--- src/string_escape_decoder_unit_assert.svh ---
// Assertion macros used by the string escape decoder top level.
`ifndef STRING_ESCAPE_DECODER_UNIT_ASSERT_SVH
`define STRING_ESCAPE_DECODER_UNIT_ASSERT_SVH

// Consequent must hold in the same cycle as the antecedent.
`define SEDU_ASSERT_SAME(name, clk, rst, ante, cons, msg) \
   name: assert property (@(posedge clk) disable iff (rst) (ante) |-> (cons)) \
      else $error(msg);

// Consequent must hold in the cycle after the antecedent.
`define SEDU_ASSERT_NEXT(name, clk, rst, ante, cons, msg) \
   name: assert property (@(posedge clk) disable iff (rst) (ante) |=> (cons)) \
      else $error(msg);

`endif

--- src/sed_pkg.sv ---
// Shared types, constants and decode functions for the string escape decoder.
`timescale 1ns / 1ps
`default_nettype none

package sed_pkg;

   // A single input character can produce at most this many results.
   localparam int MaxResults = 5;
   localparam int CountWidth = $clog2(MaxResults + 1);

   // Configuration address: one 32-bit register at byte address 0.
   localparam int CsrAddrWidth = 3;
   localparam int RegIndexWidth = CsrAddrWidth - 2;
   localparam logic [RegIndexWidth-1:0] REG_APPEND_TERMINATOR = '0;

   // Decoder mode codes.
   localparam logic [2:0] MODE_PLAIN = 3'd0;
   localparam logic [2:0] MODE_ESC   = 3'd1;
   localparam logic [2:0] MODE_HEX1  = 3'd2;
   localparam logic [2:0] MODE_HEX2  = 3'd3;
   localparam logic [2:0] MODE_OCT   = 3'd4;

   // Character constants.
   localparam logic [7:0] CHAR_BACKSLASH = 8'h5C;
   localparam logic [7:0] CHAR_X         = 8'h78;
   localparam logic [7:0] CHAR_ZERO      = 8'h30;
   localparam logic [7:0] CHAR_SEVEN     = 8'h37;
   localparam logic [7:0] BYTE_MAX       = 8'hFF;
   localparam logic [7:0] BYTE_NUL       = 8'h00;

   // Returned by hex_val when the character is not a hex digit.
   localparam logic [4:0] HEX_NONE = 5'd16;

   typedef struct packed {
      logic [2:0] mode;
      logic [7:0] held_hex_digit;
      logic [7:0] octal_value;
      logic [1:0] octal_digit_count;
   } sed_state_type;

   localparam sed_state_type STATE_RESET = '0;

   // Outcome of decoding one character in plain, escape or octal mode.
   typedef struct packed {
      sed_state_type st;
      logic [1:0]    n;
      logic [7:0]    b0;
      logic [7:0]    b1;
   } sed_feed_type;

   // All results caused by one request, in delivery order.
   typedef struct packed {
      logic [MaxResults-1:0][7:0] bytes;
      logic [CountWidth-1:0]      count;
      logic                       err;
      logic                       last;
   } sed_bundle_type;

   function automatic logic [4:0] hex_val(logic [7:0] c);
      logic [7:0] d;
      d = 8'h00;
      if (c >= 8'h30 && c <= 8'h39) begin
         d = c - 8'h30;
      end else if (c >= 8'h61 && c <= 8'h66) begin
         d = c - 8'h57;
      end else if (c >= 8'h41 && c <= 8'h46) begin
         d = c - 8'h37;
      end else begin
         return HEX_NONE;
      end
      return {1'b0, d[3:0]};
   endfunction

   function automatic logic is_oct(logic [7:0] c);
      return (c >= CHAR_ZERO) && (c <= CHAR_SEVEN);
   endfunction

   // Bit 8 set when the character names an escape; bits 7:0 give its byte.
   function automatic logic [8:0] named(logic [7:0] c);
      logic [8:0] r;
      unique case (c)
         8'h6E:   r = {1'b1, 8'h0A};  // n
         8'h5C:   r = {1'b1, 8'h5C};  // backslash
         8'h62:   r = {1'b1, 8'h08};  // b
         8'h74:   r = {1'b1, 8'h09};  // t
         8'h61:   r = {1'b1, 8'h07};  // a
         8'h3F:   r = {1'b1, 8'h3F};  // question mark
         8'h22:   r = {1'b1, 8'h22};  // double quote
         8'h76:   r = {1'b1, 8'h0B};  // v
         8'h66:   r = {1'b1, 8'h0C};  // f
         8'h72:   r = {1'b1, 8'h0D};  // r
         8'h27:   r = {1'b1, 8'h27};  // single quote
         default: r = 9'h000;
      endcase
      return r;
   endfunction

   // Decode one character starting from plain, escape or octal mode.
   function automatic sed_feed_type feed(sed_state_type s, logic [7:0] c, logic last);
      sed_feed_type f;
      logic [10:0]  t;
      logic [8:0]   nm;
      logic         to_plain;
      f.st     = s;
      f.n      = 2'd0;
      f.b0     = BYTE_NUL;
      f.b1     = BYTE_NUL;
      t        = {s.octal_value, 3'b000} + {8'h00, c[2:0]};
      nm       = named(c);
      to_plain = 1'b1;
      if (s.mode == MODE_OCT) begin
         if (is_oct(c) && s.octal_digit_count != 2'd3 && t <= {3'b000, BYTE_MAX}) begin
            to_plain = 1'b0;
            f.st.octal_value = t[7:0];
            f.st.octal_digit_count = s.octal_digit_count + 2'd1;
            if (s.octal_digit_count == 2'd2 || last) begin
               f.n  = 2'd1;
               f.b0 = t[7:0];
               f.st.octal_value = 8'h00;
               f.st.octal_digit_count = 2'd0;
               f.st.mode = MODE_PLAIN;
            end
         end else begin
            // The escape ends here; the character is then decoded as plain.
            f.n  = 2'd1;
            f.b0 = s.octal_value;
            f.st.octal_value = 8'h00;
            f.st.octal_digit_count = 2'd0;
         end
      end else if (s.mode == MODE_ESC) begin
         to_plain = 1'b0;
         f.st.mode = MODE_PLAIN;
         if (c == CHAR_X) begin
            if (last) begin
               f.n  = 2'd2;
               f.b0 = CHAR_BACKSLASH;
               f.b1 = CHAR_X;
            end else begin
               f.st.mode = MODE_HEX1;
            end
         end else if (is_oct(c)) begin
            if (last) begin
               f.n  = 2'd1;
               f.b0 = {5'b00000, c[2:0]};
            end else begin
               f.st.octal_value = {5'b00000, c[2:0]};
               f.st.octal_digit_count = 2'd1;
               f.st.mode = MODE_OCT;
            end
         end else if (nm[8]) begin
            f.n  = 2'd1;
            f.b0 = nm[7:0];
         end else begin
            f.n  = 2'd2;
            f.b0 = CHAR_BACKSLASH;
            f.b1 = c;
         end
      end
      if (to_plain) begin
         if (c == CHAR_BACKSLASH) begin
            f.st.mode = MODE_ESC;
         end else begin
            f.st.mode = MODE_PLAIN;
            if (f.n == 2'd0) begin
               f.b0 = c;
               f.n  = 2'd1;
            end else begin
               f.b1 = c;
               f.n  = 2'd2;
            end
         end
      end
      return f;
   endfunction

   function automatic sed_bundle_type push_byte(sed_bundle_type b, logic [7:0] v);
      sed_bundle_type r;
      r = b;
      r.bytes[b.count] = v;
      r.count = b.count + CountWidth'(1);
      return r;
   endfunction

   function automatic sed_bundle_type push_feed(sed_bundle_type b, sed_feed_type f);
      sed_bundle_type r;
      r = b;
      if (f.n != 2'd0) begin
         r = push_byte(r, f.b0);
      end
      if (f.n == 2'd2) begin
         r = push_byte(r, f.b1);
      end
      return r;
   endfunction

endpackage

`default_nettype wire

--- src/sed_decode.sv ---
// Combinational decode of one character into its results and the next decoder state.
`timescale 1ns / 1ps
`default_nettype none

module sed_decode (
   input  sed_pkg::sed_state_type  state,
   input  logic [7:0]              in_char,
   input  logic                    last_char,
   input  logic                    append_terminator,
   output sed_pkg::sed_state_type  state_next,
   output sed_pkg::sed_bundle_type bundle
);
   import sed_pkg::*;

   sed_state_type  plain_st;
   sed_feed_type   f1;
   sed_feed_type   f2;
   logic [4:0]     hex_hi;
   logic [4:0]     hex_lo;
   sed_bundle_type b;
   sed_state_type  nxt;

   always_comb begin
      plain_st      = state;
      plain_st.mode = MODE_PLAIN;
      hex_hi        = hex_val(state.held_hex_digit);
      hex_lo        = hex_val(in_char);
      nxt           = state;
      b             = '0;
      b.last        = last_char;
      f1            = feed(state, in_char, last_char);
      f2            = f1;
      unique case (state.mode)
         MODE_HEX1: begin
            if (last_char) begin
               // The string ends on the character after the x: give back backslash and x first.
               b   = push_byte(b, CHAR_BACKSLASH);
               b   = push_byte(b, CHAR_X);
               f1  = feed(plain_st, in_char, 1'b1);
               b   = push_feed(b, f1);
               nxt = f1.st;
            end else begin
               nxt.held_hex_digit = in_char;
               nxt.mode           = MODE_HEX2;
            end
         end
         MODE_HEX2: begin
            if (hex_hi != HEX_NONE && hex_lo != HEX_NONE) begin
               b   = push_byte(b, {hex_hi[3:0], hex_lo[3:0]});
               nxt = plain_st;
            end else begin
               // Bad hex escape: backslash and x, then both held characters as input.
               b   = push_byte(b, CHAR_BACKSLASH);
               b   = push_byte(b, CHAR_X);
               f1  = feed(plain_st, state.held_hex_digit, 1'b0);
               b   = push_feed(b, f1);
               f2  = feed(f1.st, in_char, last_char);
               b   = push_feed(b, f2);
               nxt = f2.st;
            end
            nxt.held_hex_digit = 8'h00;
         end
         default: begin
            b   = push_feed(b, f1);
            nxt = f1.st;
         end
      endcase
      if (last_char) begin
         if (nxt.mode == MODE_ESC) begin
            b     = push_byte(b, BYTE_NUL);
            b.err = 1'b1;
         end else if (append_terminator) begin
            b = push_byte(b, BYTE_NUL);
         end
         nxt = STATE_RESET;
      end
   end

   assign state_next = nxt;
   assign bundle     = b;

endmodule

`default_nettype wire

--- src/sed_rsp_queue.sv ---
// Result register: holds one request's results, hands one out per cycle while ready.
`timescale 1ns / 1ps
`default_nettype none

module sed_rsp_queue (
   input  logic                    clock,
   input  logic                    reset,
   input  logic                    load,
   input  sed_pkg::sed_bundle_type bundle,
   output logic                    free,
   output logic                    rsp_valid,
   input  logic                    rsp_ready,
   output logic [7:0]              rsp_out_byte,
   output logic                    rsp_byte_valid,
   output logic                    rsp_last_of_string,
   output logic                    rsp_unclosed_escape
);
   import sed_pkg::*;

   logic [MaxResults-1:0][7:0] bytes_ff, bytes_in;
   logic [CountWidth-1:0]      count_ff, count_in;
   logic [CountWidth-1:0]      idx_ff, idx_in;
   logic                       err_ff, err_in;
   logic                       last_ff, last_in;
   logic                       has_data;
   logic                       at_final;

   assign has_data = (count_ff != '0);
   assign at_final = (idx_ff == count_ff - CountWidth'(1));
   assign free     = !has_data || (rsp_ready && at_final);

   always_comb begin
      bytes_in = bytes_ff;
      count_in = count_ff;
      idx_in   = idx_ff;
      err_in   = err_ff;
      last_in  = last_ff;
      if (load) begin
         bytes_in = bundle.bytes;
         count_in = bundle.count;
         idx_in   = '0;
         err_in   = bundle.err;
         last_in  = bundle.last;
      end else if (has_data && rsp_ready) begin
         if (at_final) begin
            count_in = '0;
            idx_in   = '0;
         end else begin
            idx_in = idx_ff + CountWidth'(1);
         end
      end
   end

   always_ff @(posedge clock) begin
      if (reset) begin
         count_ff <= '0;
         idx_ff   <= '0;
      end else begin
         count_ff <= count_in;
         idx_ff   <= idx_in;
      end
      bytes_ff <= bytes_in;
      err_ff   <= err_in;
      last_ff  <= last_in;
   end

   assign rsp_valid           = has_data;
   assign rsp_out_byte        = bytes_ff[idx_ff];
   assign rsp_unclosed_escape = err_ff && at_final;
   assign rsp_byte_valid      = !(err_ff && at_final);
   assign rsp_last_of_string  = last_ff && at_final;

endmodule

`default_nettype wire

--- src/string_escape_decoder_unit.sv ---
// Top level of the string escape decoder: request register, decoder state, CSR and results.
//
//   Channel   Direction  Handshake               Carries
//   req_      in         req_valid / req_ready   in_char, last_char
//   rsp_      out        rsp_valid / rsp_ready   out_byte, byte_valid, last_of_string,
//                                                unclosed_escape
//   csr_      in/out     APB psel/penable        append_terminator at byte address 0
//
// A request is captured in the input register, decoded against the decoder state,
// and all of its results are loaded together into the result register.
// The result register hands out one result per cycle while rsp_ready is high, and
// a request makes at most five results.
// Reset is synchronous and returns the decoder to plain mode with the terminator off.
// A stalled result side holds the result register, which then holds the input register,
// which then drops req_ready; nothing is lost or repeated.
`timescale 1ns / 1ps
`default_nettype none

module string_escape_decoder_unit (
   input  logic                               clock,
   input  logic                               reset,
   // Request channel: one raw character of a string literal body.
   input  logic                               req_valid,
   output logic                               req_ready,
   input  logic [7:0]                         req_in_char,
   input  logic                               req_last_char,
   // Result channel: one decoded byte or an error marker per transfer.
   output logic                               rsp_valid,
   input  logic                               rsp_ready,
   output logic [7:0]                         rsp_out_byte,
   output logic                               rsp_byte_valid,
   output logic                               rsp_last_of_string,
   output logic                               rsp_unclosed_escape,
   // Configuration port.
   input  logic                               csr_psel,
   input  logic                               csr_penable,
   input  logic                               csr_pwrite,
   input  logic [sed_pkg::CsrAddrWidth-1:0]   csr_paddr,
   input  logic [31:0]                        csr_pwdata,
   output logic [31:0]                        csr_prdata,
   output logic                               csr_pready
);
   import sed_pkg::*;

   `include "string_escape_decoder_unit_assert.svh"

   // Input register. It is the only place a request waits, so req_ready simply
   // says that this register is empty or is moving on in this cycle.
   logic                 s1_valid_ff, s1_valid_in;
   logic [7:0]           s1_char_ff, s1_char_in;
   logic                 s1_last_ff, s1_last_in;

   // Decoder state carried from one character to the next.
   sed_state_type        state_ff, state_in;
   sed_state_type        state_next;
   sed_bundle_type       bundle;

   logic                 append_ff, append_in;
   logic                 q_free;
   logic                 s1_advance;
   logic                 req_take;
   logic                 csr_write;
   logic [RegIndexWidth-1:0] csr_index;

   // The held request is decoded when the result register can take its results.
   // Requests that make no result still pass through here so the state moves on.
   assign s1_advance = s1_valid_ff && q_free;
   assign req_ready  = !s1_valid_ff || q_free;
   assign req_take   = req_valid && req_ready;

   always_comb begin
      s1_valid_in = s1_valid_ff;
      s1_char_in  = s1_char_ff;
      s1_last_in  = s1_last_ff;
      if (req_take) begin
         s1_valid_in = 1'b1;
         s1_char_in  = req_in_char;
         s1_last_in  = req_last_char;
      end else if (s1_advance) begin
         s1_valid_in = 1'b0;
      end
   end

   assign state_in = s1_advance ? state_next : state_ff;

   sed_decode u_decode (
      .state             (state_ff),
      .in_char           (s1_char_ff),
      .last_char         (s1_last_ff),
      .append_terminator (append_ff),
      .state_next        (state_next),
      .bundle            (bundle)
   );

   sed_rsp_queue u_rsp_queue (
      .clock               (clock),
      .reset               (reset),
      .load                (s1_advance),
      .bundle              (bundle),
      .free                (q_free),
      .rsp_valid           (rsp_valid),
      .rsp_ready           (rsp_ready),
      .rsp_out_byte        (rsp_out_byte),
      .rsp_byte_valid      (rsp_byte_valid),
      .rsp_last_of_string  (rsp_last_of_string),
      .rsp_unclosed_escape (rsp_unclosed_escape)
   );

   // Configuration register. Only bit 0 of the written data is kept, and the
   // low two address bits select bytes within the word, so they are ignored.
   assign csr_pready = 1'b1;
   assign csr_write  = csr_psel && csr_penable && csr_pwrite;
   assign csr_index  = csr_paddr[CsrAddrWidth-1:2];
   assign append_in  = (csr_write && csr_index == REG_APPEND_TERMINATOR) ?
                       csr_pwdata[0] : append_ff;

   always_comb begin
      csr_prdata = '0;
      if (csr_index == REG_APPEND_TERMINATOR) begin
         csr_prdata[0] = append_ff;
      end
   end

   always_ff @(posedge clock) begin
      if (reset) begin
         s1_valid_ff <= 1'b0;
         state_ff    <= STATE_RESET;
         append_ff   <= 1'b0;
      end else begin
         s1_valid_ff <= s1_valid_in;
         state_ff    <= state_in;
         append_ff   <= append_in;
      end
      s1_char_ff <= s1_char_in;
      s1_last_ff <= s1_last_in;
   end

   // The last character of a string always leaves the decoder in plain mode.
   `SEDU_ASSERT_NEXT(a_last_returns_plain, clock, reset, s1_advance && s1_last_ff, state_ff.mode == MODE_PLAIN, "decoder not in plain mode after the end of a string")
   // A request that cannot move on stays in the input register untouched.
   `SEDU_ASSERT_NEXT(a_stalled_request_holds, clock, reset, s1_valid_ff && !s1_advance, s1_valid_ff && $stable(s1_char_ff) && $stable(s1_last_ff), "held request changed while stalled")
   // An error result carries no byte and always closes its string.
   `SEDU_ASSERT_SAME(a_error_closes_string, clock, reset, rsp_valid && rsp_unclosed_escape, rsp_last_of_string && !rsp_byte_valid, "error result is not the final result of its string")

endmodule

`default_nettype wire
--- config.mk ---
export PLATFORM = sky130hd
export DESIGN_NAME = string_escape_decoder_unit
export DESIGN_NICKNAME = d
export VERILOG_FILES = /design/src/sed_pkg.sv /design/src/sed_decode.sv /design/src/sed_rsp_queue.sv /design/src/string_escape_decoder_unit.sv
export VERILOG_INCLUDE_DIRS = /design/src /design/src/src
export SDC_FILE = /design/constraint.sdc
export NUM_CORES = 1
export LEC_CHECK = 0
export BUFFER_PORTS_ARGS = -buffer_cell sky130_fd_sc_hd__buf_2
export CORE_MARGIN = 3
export CORE_UTILIZATION = 37
export DETAILED_ROUTE_END_ITERATION = 12
export HOLD_SLACK_MARGIN = 0.08
export SETUP_SLACK_MARGIN = 0.2
export SLEW_MARGIN = 30
export SYNTH_ARGS = -nofsm -noshare
export SYNTH_HDL_FRONTEND = slang
export SYNTH_HIERARCHICAL = 1
export SYNTH_SLANG_ARGS = --single-unit
--- constraint.sdc ---
create_clock -name clock -period 8.1 [get_ports clock]
set_input_delay 1.215 -clock clock [delete_from_list [all_inputs] [get_ports clock]]
set_output_delay 1.215 -clock clock [all_outputs]
set_load 0.03 [all_outputs]
==> run metrics, run 1 <==
status=complete, no violations; Async SR Flop Fraction=0%; Hold Path Sink=u_rsp_queue/count_ff[1]; I/O pin total=97; summed negative setup slack over all endpoints=0 ns; Hold Vio Cnt, Final=0; number of endpoints failing setup at the final stage=0; maximum VDD drop=0.000122 V; GR Util met1=25.4%; family of cells with the greatest summed delay on the critical path=simple AND/OR/NAND/NOR gates; share of final-layout standard cells stronger than drive strength 1=15.0%; number of cells on the worst reg-to-reg path=9; number of buffers on the longest clock path=2; unrepaired setup endpoints after global routing=no; Synthesis Warnings=6; post-cts resize count=0; Worst Path Required=8.34 ns; number of buffer cells added on primary ports=31; initial antenna violation count=0; met3 Usage GRT=3.23%; number of enable flip-flop cells after synthesis=51; number of vias after detailed routing=4956; global-route wire length before repair=26400 um; Tcrit/Tclk final=50.4%; hold_ws=0.495 ns; Die W=133 um; worst rel slew slack=39.3%; number of placement rows=45; type of element capturing the critical path=flop; master of the slowest instance on the critical path=sky130_fd_sc_hd__edfxtp_1; most heavily used metal layer in global routing=met2; number of global-route vias before repair=4743; Reg2Reg Capture Point=u_rsp_queue/count_ff[1]; worst min-delay path category=reg -> reg; per-instance average area after synthesis=9.02 um^2; initial core utilization=38.4%; count of routing violations after the opening detailed-route iteration=370; number of synthesized register bits=80; TritonCTS clock tree=built; Final Skew=0.00882 ns; met2 GRT Util=30.6%; DRC errors left=0; hold buffers post-CTS=0; number of iterations in the first detailed-routing pass=5; Worst-path clk slew=0.06 ns; arrival time at the worst endpoint=4.32 ns; CP Cell Sequence=nor4b_2, nand3_1, nor2_1, o22a_1, nor2b_1, o221ai_2, ha_1, mux2_2, a22o_1; delay contributed by the slowest stage of the critical path=0.78 ns; residual antenna-violating net count after detailed routing=0; post-synthesis cell type count=76; total gr overflow=0; Clk Latency, worst-skew pair=0.35 ns; via/cell ratio=5.66; routed length per instance=19.0 um; count of pins over their slew limit=0; Crit Path Max Fanout=15; DIE AREA=17600 um^2; final period demand of the worst path=4.08 ns; half-perimeter wire length after placement=11900 um; combined buffer and inverter count along the critical path=0; total power=0.000975 W; CTS sink count=80; r2r startpoint=s1_char_ff[5]; worst-case register-to-register setup slack=4.02 ns; gr usage total=18.9%; sequential cell area=2110 um^2; pwr dens=154 nW/um^2; vertical extent of the die=133 um; filler cell count in the final layout=1573; post-route standard cell area excluding fillers=6310 um^2; nets=728; clock root buffer=sky130_fd_sc_hd__clkbuf_16; cell count after synthesis=659; cell area after synthesis=5950 um^2; cell depth of the worst min-delay path=1; Placer Congestion=0.915; area post-placement=6020 um^2; fmax=245 MHz; post-CTS setup-driven buffer insertion count=0; P_leak=2.25 nW; Critical Path Source Type=flop; prevailing post-synth register cell=sky130_fd_sc_hd__edfxtp_1; Post-Route WL=16600 um; Seq/Total Area, Yosys=35.5%; layout overhead on the synthesized area=6.17%; number of buffers inserted during clock tree synthesis=9; Critical Setup Path Class=reg -> reg; count of H-tree levels built during CTS=3; max capacitance violation total=0; pin count of the biggest net entering global routing=45; total area of multi-input combinational cells=3340 um^2; start point of the worst hold path=u_rsp_queue/count_ff[1]; final core utilization=40.8%; diodes inserted=0; core outline area=15500 um^2; slew at the pin closest to its max-slew limit=0.911 ns
cells by family after synthesis:
group / count (synthesis) / share of synthesized area [%]
other: 3 / 0.189
AO/OA/AOI/OAI: 192 / 23.8
flip-flops: 80 / 35.5
adder cells (fa/ha/maj): 17 / 3.58
AND/OR/NAND/NOR: 232 / 20.7
multiplexers: 12 / 3.72
XOR/XNOR: 10 / 1.73
buffers and inverters: 113 / 10.7
power breakdown:
part	switching (W)	total (W)	internal, W
combinational	0.0000761	0.000105	0.0000286
sequential	0.0000191	0.000469	0.000449
clock	0.000174	0.000402	0.000228
how the worst max path moves through the flow:
stage	from	to	slack, ns	cells past startpoint
after detailed placement	s1_char_ff[0]	u_rsp_queue/bytes_ff[30]	4.19	12
final	s1_char_ff[5]	u_rsp_queue/count_ff[1]	4.02	9
after floorplan	rsp_ready	u_rsp_queue/count_ff[1]	4.72	8
after global routing	s1_char_ff[5]	u_rsp_queue/count_ff[1]	3.81	9
after CTS	u_rsp_queue/idx_ff[0]	req_ready	4.10	7
after global placement	s1_char_ff[0]	u_rsp_queue/bytes_ff[27]	4.13	12
placed cells by master (no fill, tap or decap), types with 4 or more instances in the layout:
cell type                   instances
sky130_fd_sc_hd__a22oi_1            9
sky130_fd_sc_hd__a22o_1             7
sky130_fd_sc_hd__o31ai_1            4
sky130_fd_sc_hd__nor4b_1            4
sky130_fd_sc_hd__a21oi_2           19
sky130_fd_sc_hd__ha_1              17
sky130_fd_sc_hd__nand2b_1          12
sky130_fd_sc_hd__a21bo_1           18
sky130_fd_sc_hd__a221oi_1           8
sky130_fd_sc_hd__conb_1            40
sky130_fd_sc_hd__a31oi_1            9
sky130_fd_sc_hd__nor2_1            44
sky130_fd_sc_hd__a21o_1             4
sky130_fd_sc_hd__or2_2              4
sky130_fd_sc_hd__nand3b_1           4
sky130_fd_sc_hd__mux4_2             8
sky130_fd_sc_hd__nor2b_1            9
sky130_fd_sc_hd__buf_4              6
sky130_fd_sc_hd__clkbuf_16         10
sky130_fd_sc_hd__inv_1             27
sky130_fd_sc_hd__o22ai_1            4
sky130_fd_sc_hd__o21bai_1           4
sky130_fd_sc_hd__o221ai_1           4
sky130_fd_sc_hd__nor4_1             7
sky130_fd_sc_hd__nand3_1           33
sky130_fd_sc_hd__o21ai_0           21
sky130_fd_sc_hd__a211oi_1           8
sky130_fd_sc_hd__and2_1            15
sky130_fd_sc_hd__nor3_1             8
sky130_fd_sc_hd__and3_1             4
sky130_fd_sc_hd__nand4_1            6
sky130_fd_sc_hd__a21oi_1           42
sky130_fd_sc_hd__dfxtp_1           29
sky130_fd_sc_hd__or3_1              9
sky130_fd_sc_hd__edfxtp_1          51
sky130_fd_sc_hd__xnor2_1            8
sky130_fd_sc_hd__buf_2             31
sky130_fd_sc_hd__o21ai_1            4
sky130_fd_sc_hd__nand2_1           54
final cells by class:
class	instances	share of cell area [%]
multi-input combinational	503	52.9
inverter	29	1.72
clock inverter	5	0.555
clock buffer	11	4.02
tap	211	4.18
sequential	80	33.5
timing repair buffer	37	3.17
flip-flops by register name (all words and copies together), names as in the netlist, 3 cells and up:
name                  cells
s1_char_ff                8
u_rsp_queue/bytes_ff     40
state_ff                 21
u_rsp_queue/idx_ff        3
u_rsp_queue/count_ff      3
cell usage after synthesis (5+ instances only):
master                      n  area share [%]
sky130_fd_sc_hd__a211oi_1   8             1.0
sky130_fd_sc_hd__a22oi_1    9             1.1
sky130_fd_sc_hd__a221oi_1   8             1.2
sky130_fd_sc_hd__clkbuf_1  25             1.6
sky130_fd_sc_hd__ha_1      17             3.6
sky130_fd_sc_hd__edfxtp_1  51              26
sky130_fd_sc_hd__nand2b_1  12             1.3
sky130_fd_sc_hd__a21bo_1   18             3.0
sky130_fd_sc_hd__buf_6      5            0.95
sky130_fd_sc_hd__buf_4     43             5.4
sky130_fd_sc_hd__a31oi_1    9            0.95
sky130_fd_sc_hd__dfxtp_1   29             9.8
sky130_fd_sc_hd__o21ai_0   21             1.8
sky130_fd_sc_hd__xnor2_1    8             1.2
sky130_fd_sc_hd__nor3_1     8            0.67
sky130_fd_sc_hd__nor2b_1    9            0.95
sky130_fd_sc_hd__inv_1     27             1.7
sky130_fd_sc_hd__and2_1    16             1.7
sky130_fd_sc_hd__nand3_1   33             2.8
sky130_fd_sc_hd__mux4_2     8             3.0
sky130_fd_sc_hd__nor4_1     7            0.74
sky130_fd_sc_hd__or3_1      9            0.95
sky130_fd_sc_hd__nor2_1    44             2.8
sky130_fd_sc_hd__a22o_1     7             1.0
sky130_fd_sc_hd__a21oi_2   19             2.8
sky130_fd_sc_hd__a21oi_1   42             3.5
sky130_fd_sc_hd__buf_2     11            0.93
sky130_fd_sc_hd__nand4_1    6            0.63
sky130_fd_sc_hd__nand2_1   54             3.4
metal layers:
| layer | share of wire (%) | wire length [um] |
|---|---|---|
| met3 | 5.5 | 917 |
| met2 | 47 | 7820 |
| met1 | 45 | 7450 |
| met5 | 0 | 0 |
| met4 | 2.5 | 416 |
metrics by stage:
stage	setup WS, ns	instances
after CTS	4.10	876
after detailed placement	4.19	860
after floorplan	4.72	696
final	4.02	876
after global routing	3.81	876
after global placement	4.13	860
(Power assumes the default switching activity.)
==> inputs of run 2 (changes only) <==
Clock period 8.1 ns to 3.7 ns, I/O delays scaled along.
==> run 2 against run 1 <==
Register-to-register slack got worse by 3.6 ns. Critical path type unchanged. Clock skew rose by 0.0019 ns. Final area rose by 4.0%. Clock power rose by 120%. Highest routed layer is now met5. Sequential cell count did not move. Fmax rose by 23%. Worst hold slack got worse by 0.11 ns.
==> run metrics, run 2 (same netlist as run 1, synthesis figures left out) <==
count of pins over their slew limit=0 (unchanged); I/O pin total=97 (unchanged); type of element capturing the critical path=flop; initial antenna violation count=1 (+1); final core utilization=42.4% (+1.6 points); Worst Path Required=3.94 ns (-4.40 ns); pwr dens=329 nW/um^2 (+110%); slew at the pin closest to its max-slew limit=0.762 ns (-0.149 ns); Placer Congestion=0.953 (+4.1%); count of H-tree levels built during CTS=3 (unchanged); Flop pwr share=46.4% (-1.6 points); Hold Vio Cnt, Final=0 (unchanged); Final Skew=0.0107 ns (+0.00190 ns); via/cell ratio=5.63 (-0.55%); Die W=133 um (unchanged); summed negative setup slack over all endpoints=0 ns (unchanged); core outline area=15500 um^2 (unchanged); total gr overflow=0 (unchanged); half-perimeter wire length after placement=12600 um (+6.1%); unrepaired setup endpoints after global routing=no; met3 Usage GRT=3.80% (+0.57 points); pin count of the biggest net entering global routing=45 (unchanged); number of endpoints failing setup at the final stage=0 (unchanged); Net Sw Frac=26.9% (-0.78 points); filler cell count in the final layout=1516 (-3.6%); internal cell power=0.00158 W (+120%); number of global-route vias before repair=4866 (+2.6%); routed length per instance=18.7 um (-1.5%); maximum VDD drop=0.000370 V (+200%); Worst-path clk slew=0.06 ns (about the same); clock root buffer=sky130_fd_sc_hd__clkbuf_16; initial core utilization=38.4% (unchanged); Tcrit/Tclk final=89.6% (+39 points); Crit Path Max Fanout=10 (-5); final standard cell count with taps included and fillers excluded=907 (+3.5%); met2 GRT Util=31.1% (+0.48 points); worst rel slew slack=48.7% (+9.5 points); Top Registers=u_rsp_queue/bytes_ff x40, state_ff x21, s1_char_ff x8; TritonCTS clock tree=built; post-CTS setup-driven buffer insertion count=0 (unchanged); diodes inserted=0 (unchanged); layout overhead on the synthesized area=10.4%; final period demand of the worst path=3.32 ns (-0.763 ns); vertical extent of the die=133 um (unchanged); gr usage total=19.3% (+0.40 points); hold_ws=0.382 ns (-0.113 ns); count of routing violations after the opening detailed-route iteration=398 (+7.6%); number of iterations in the first detailed-routing pass=5 (unchanged); Reg with most FFs=u_rsp_queue/bytes_ff; share of final-layout standard cells stronger than drive strength 1=19.4% (+4.4 points); number of buffer cells added on primary ports=31 (unchanged); power share of the combinational group=12.4% (+1.7 points); DIE AREA=17600 um^2 (unchanged); Critical Path Source Type=flop; post-cts resize count=0 (unchanged); switching power=0.000581 W (+120%); fmax=302 MHz (+23%); GR Util met1=26.0% (+0.57 points); P_leak=2.40 nW (+6.8%); residual antenna-violating net count after detailed routing=0 (unchanged); most heavily used metal layer in global routing=met2; nets=759 (+4.3%); hold buffers post-CTS=0 (unchanged); Post-Route WL=16900 um (+2.0%); Clk Latency, worst-skew pair=0.35 ns (about the same); share of total power in the clock network=41.2% (about the same); leading cell type in the layout, fill and taps excluded=sky130_fd_sc_hd__nand2_1; arrival time at the worst endpoint=3.56 ns (-0.76 ns); Post-Place Cells=891 (+3.6%); global-route wire length before repair=26800 um (+1.5%); Critical Setup Path Class=reg -> reg; flip-flop count of the largest register, all copies and words added=40 (unchanged); CTS sink count=80 (unchanged); max capacitance violation total=0 (unchanged); worst min-delay path category=in -> reg; most frequent cells in the layout=sky130_fd_sc_hd__nand2_1 (54), sky130_fd_sc_hd__edfxtp_1 (51), sky130_fd_sc_hd__nor2_1 (44); DRC errors left=0 (unchanged); number of placement rows=45 (unchanged); number of buffers inserted during clock tree synthesis=9 (unchanged); status=complete, no violations; number of vias after detailed routing=5103 (+3.0%); number of buffers on the longest clock path=2 (unchanged)
[run 2: cell types whose count changed in the layout (fill, tap and decap cells not counted), sizes merged]
cell,change
clkbuf,-2
clkinv,+1
buf,+31
bufinv,+1
[run 2: critical path: stages (launching register included)]
cell and delay, ns:
sky130_fd_sc_hd__edfxtp_1 0.46, sky130_fd_sc_hd__buf_4 0.22, sky130_fd_sc_hd__nor4b_2 0.46, sky130_fd_sc_hd__nand3_1 0.27, sky130_fd_sc_hd__o31ai_1 0.29, sky130_fd_sc_hd__o21ai_0 0.21
sky130_fd_sc_hd__a211oi_4 0.33, sky130_fd_sc_hd__o221ai_2 0.19, sky130_fd_sc_hd__ha_1 0.30, sky130_fd_sc_hd__mux2_2 0.27, sky130_fd_sc_hd__a22o_1 0.20
[run 2: per-layer routing]
layer	vias to the layer above	share of wire, %
li1	2418	-
met1	2462	45
met2	177	47
met3	44	5.4
met4	2	2.5
met5	-	0.077
[run 2: through the flow]
stage	total power [W]	setup WS [ns]	cell area [um^2]
2_1_floorplan	0.00125	0.352	6080
3_3_place_gp	0.00128	0.366	6250
3_5_place_dp	0.00129	0.306	6250
4_1_cts	0.00219	0.285	6550
5_1_grt	0.00225	0.231	6570
6_report	0.00216	0.384	6570
[run 2: cell type report]
cell class	count	area, um^2	area share [%]
clock buffers	9	225	3.43
clock inverters	7	68.8	1.05
inverters	29	109	1.66
multi-input cells	503	3350	51.1
flip-flops and latches	80	2110	32.2
well taps	211	264	4.02
repair buffers	68	433	6.59
[run 2: power by group through the flow]
stage	Combinational (W)	Sequential [W]	Clock, W
after floorplan	0.000236	0.00101	0
after global placement	0.000262	0.00102	0
after detailed placement	0.000265	0.00102	0
after CTS	0.000265	0.00100	0.000917
after global routing	0.000290	0.00101	0.000956
final	0.000268	0.00100	0.000890
[run 2: worst paths after layout]
kind | start | to | slack [ns] | cells after the start
hold reg to reg | append_ff | append_ff | 0.50 | 2
setup / recovery | s1_char_ff[3] | u_rsp_queue/count_ff[1] | 0.38 | 10
hold / removal | req_last_char | s1_last_ff | 0.38 | 1
setup reg to reg | s1_char_ff[3] | u_rsp_queue/count_ff[1] | 0.38 | 10
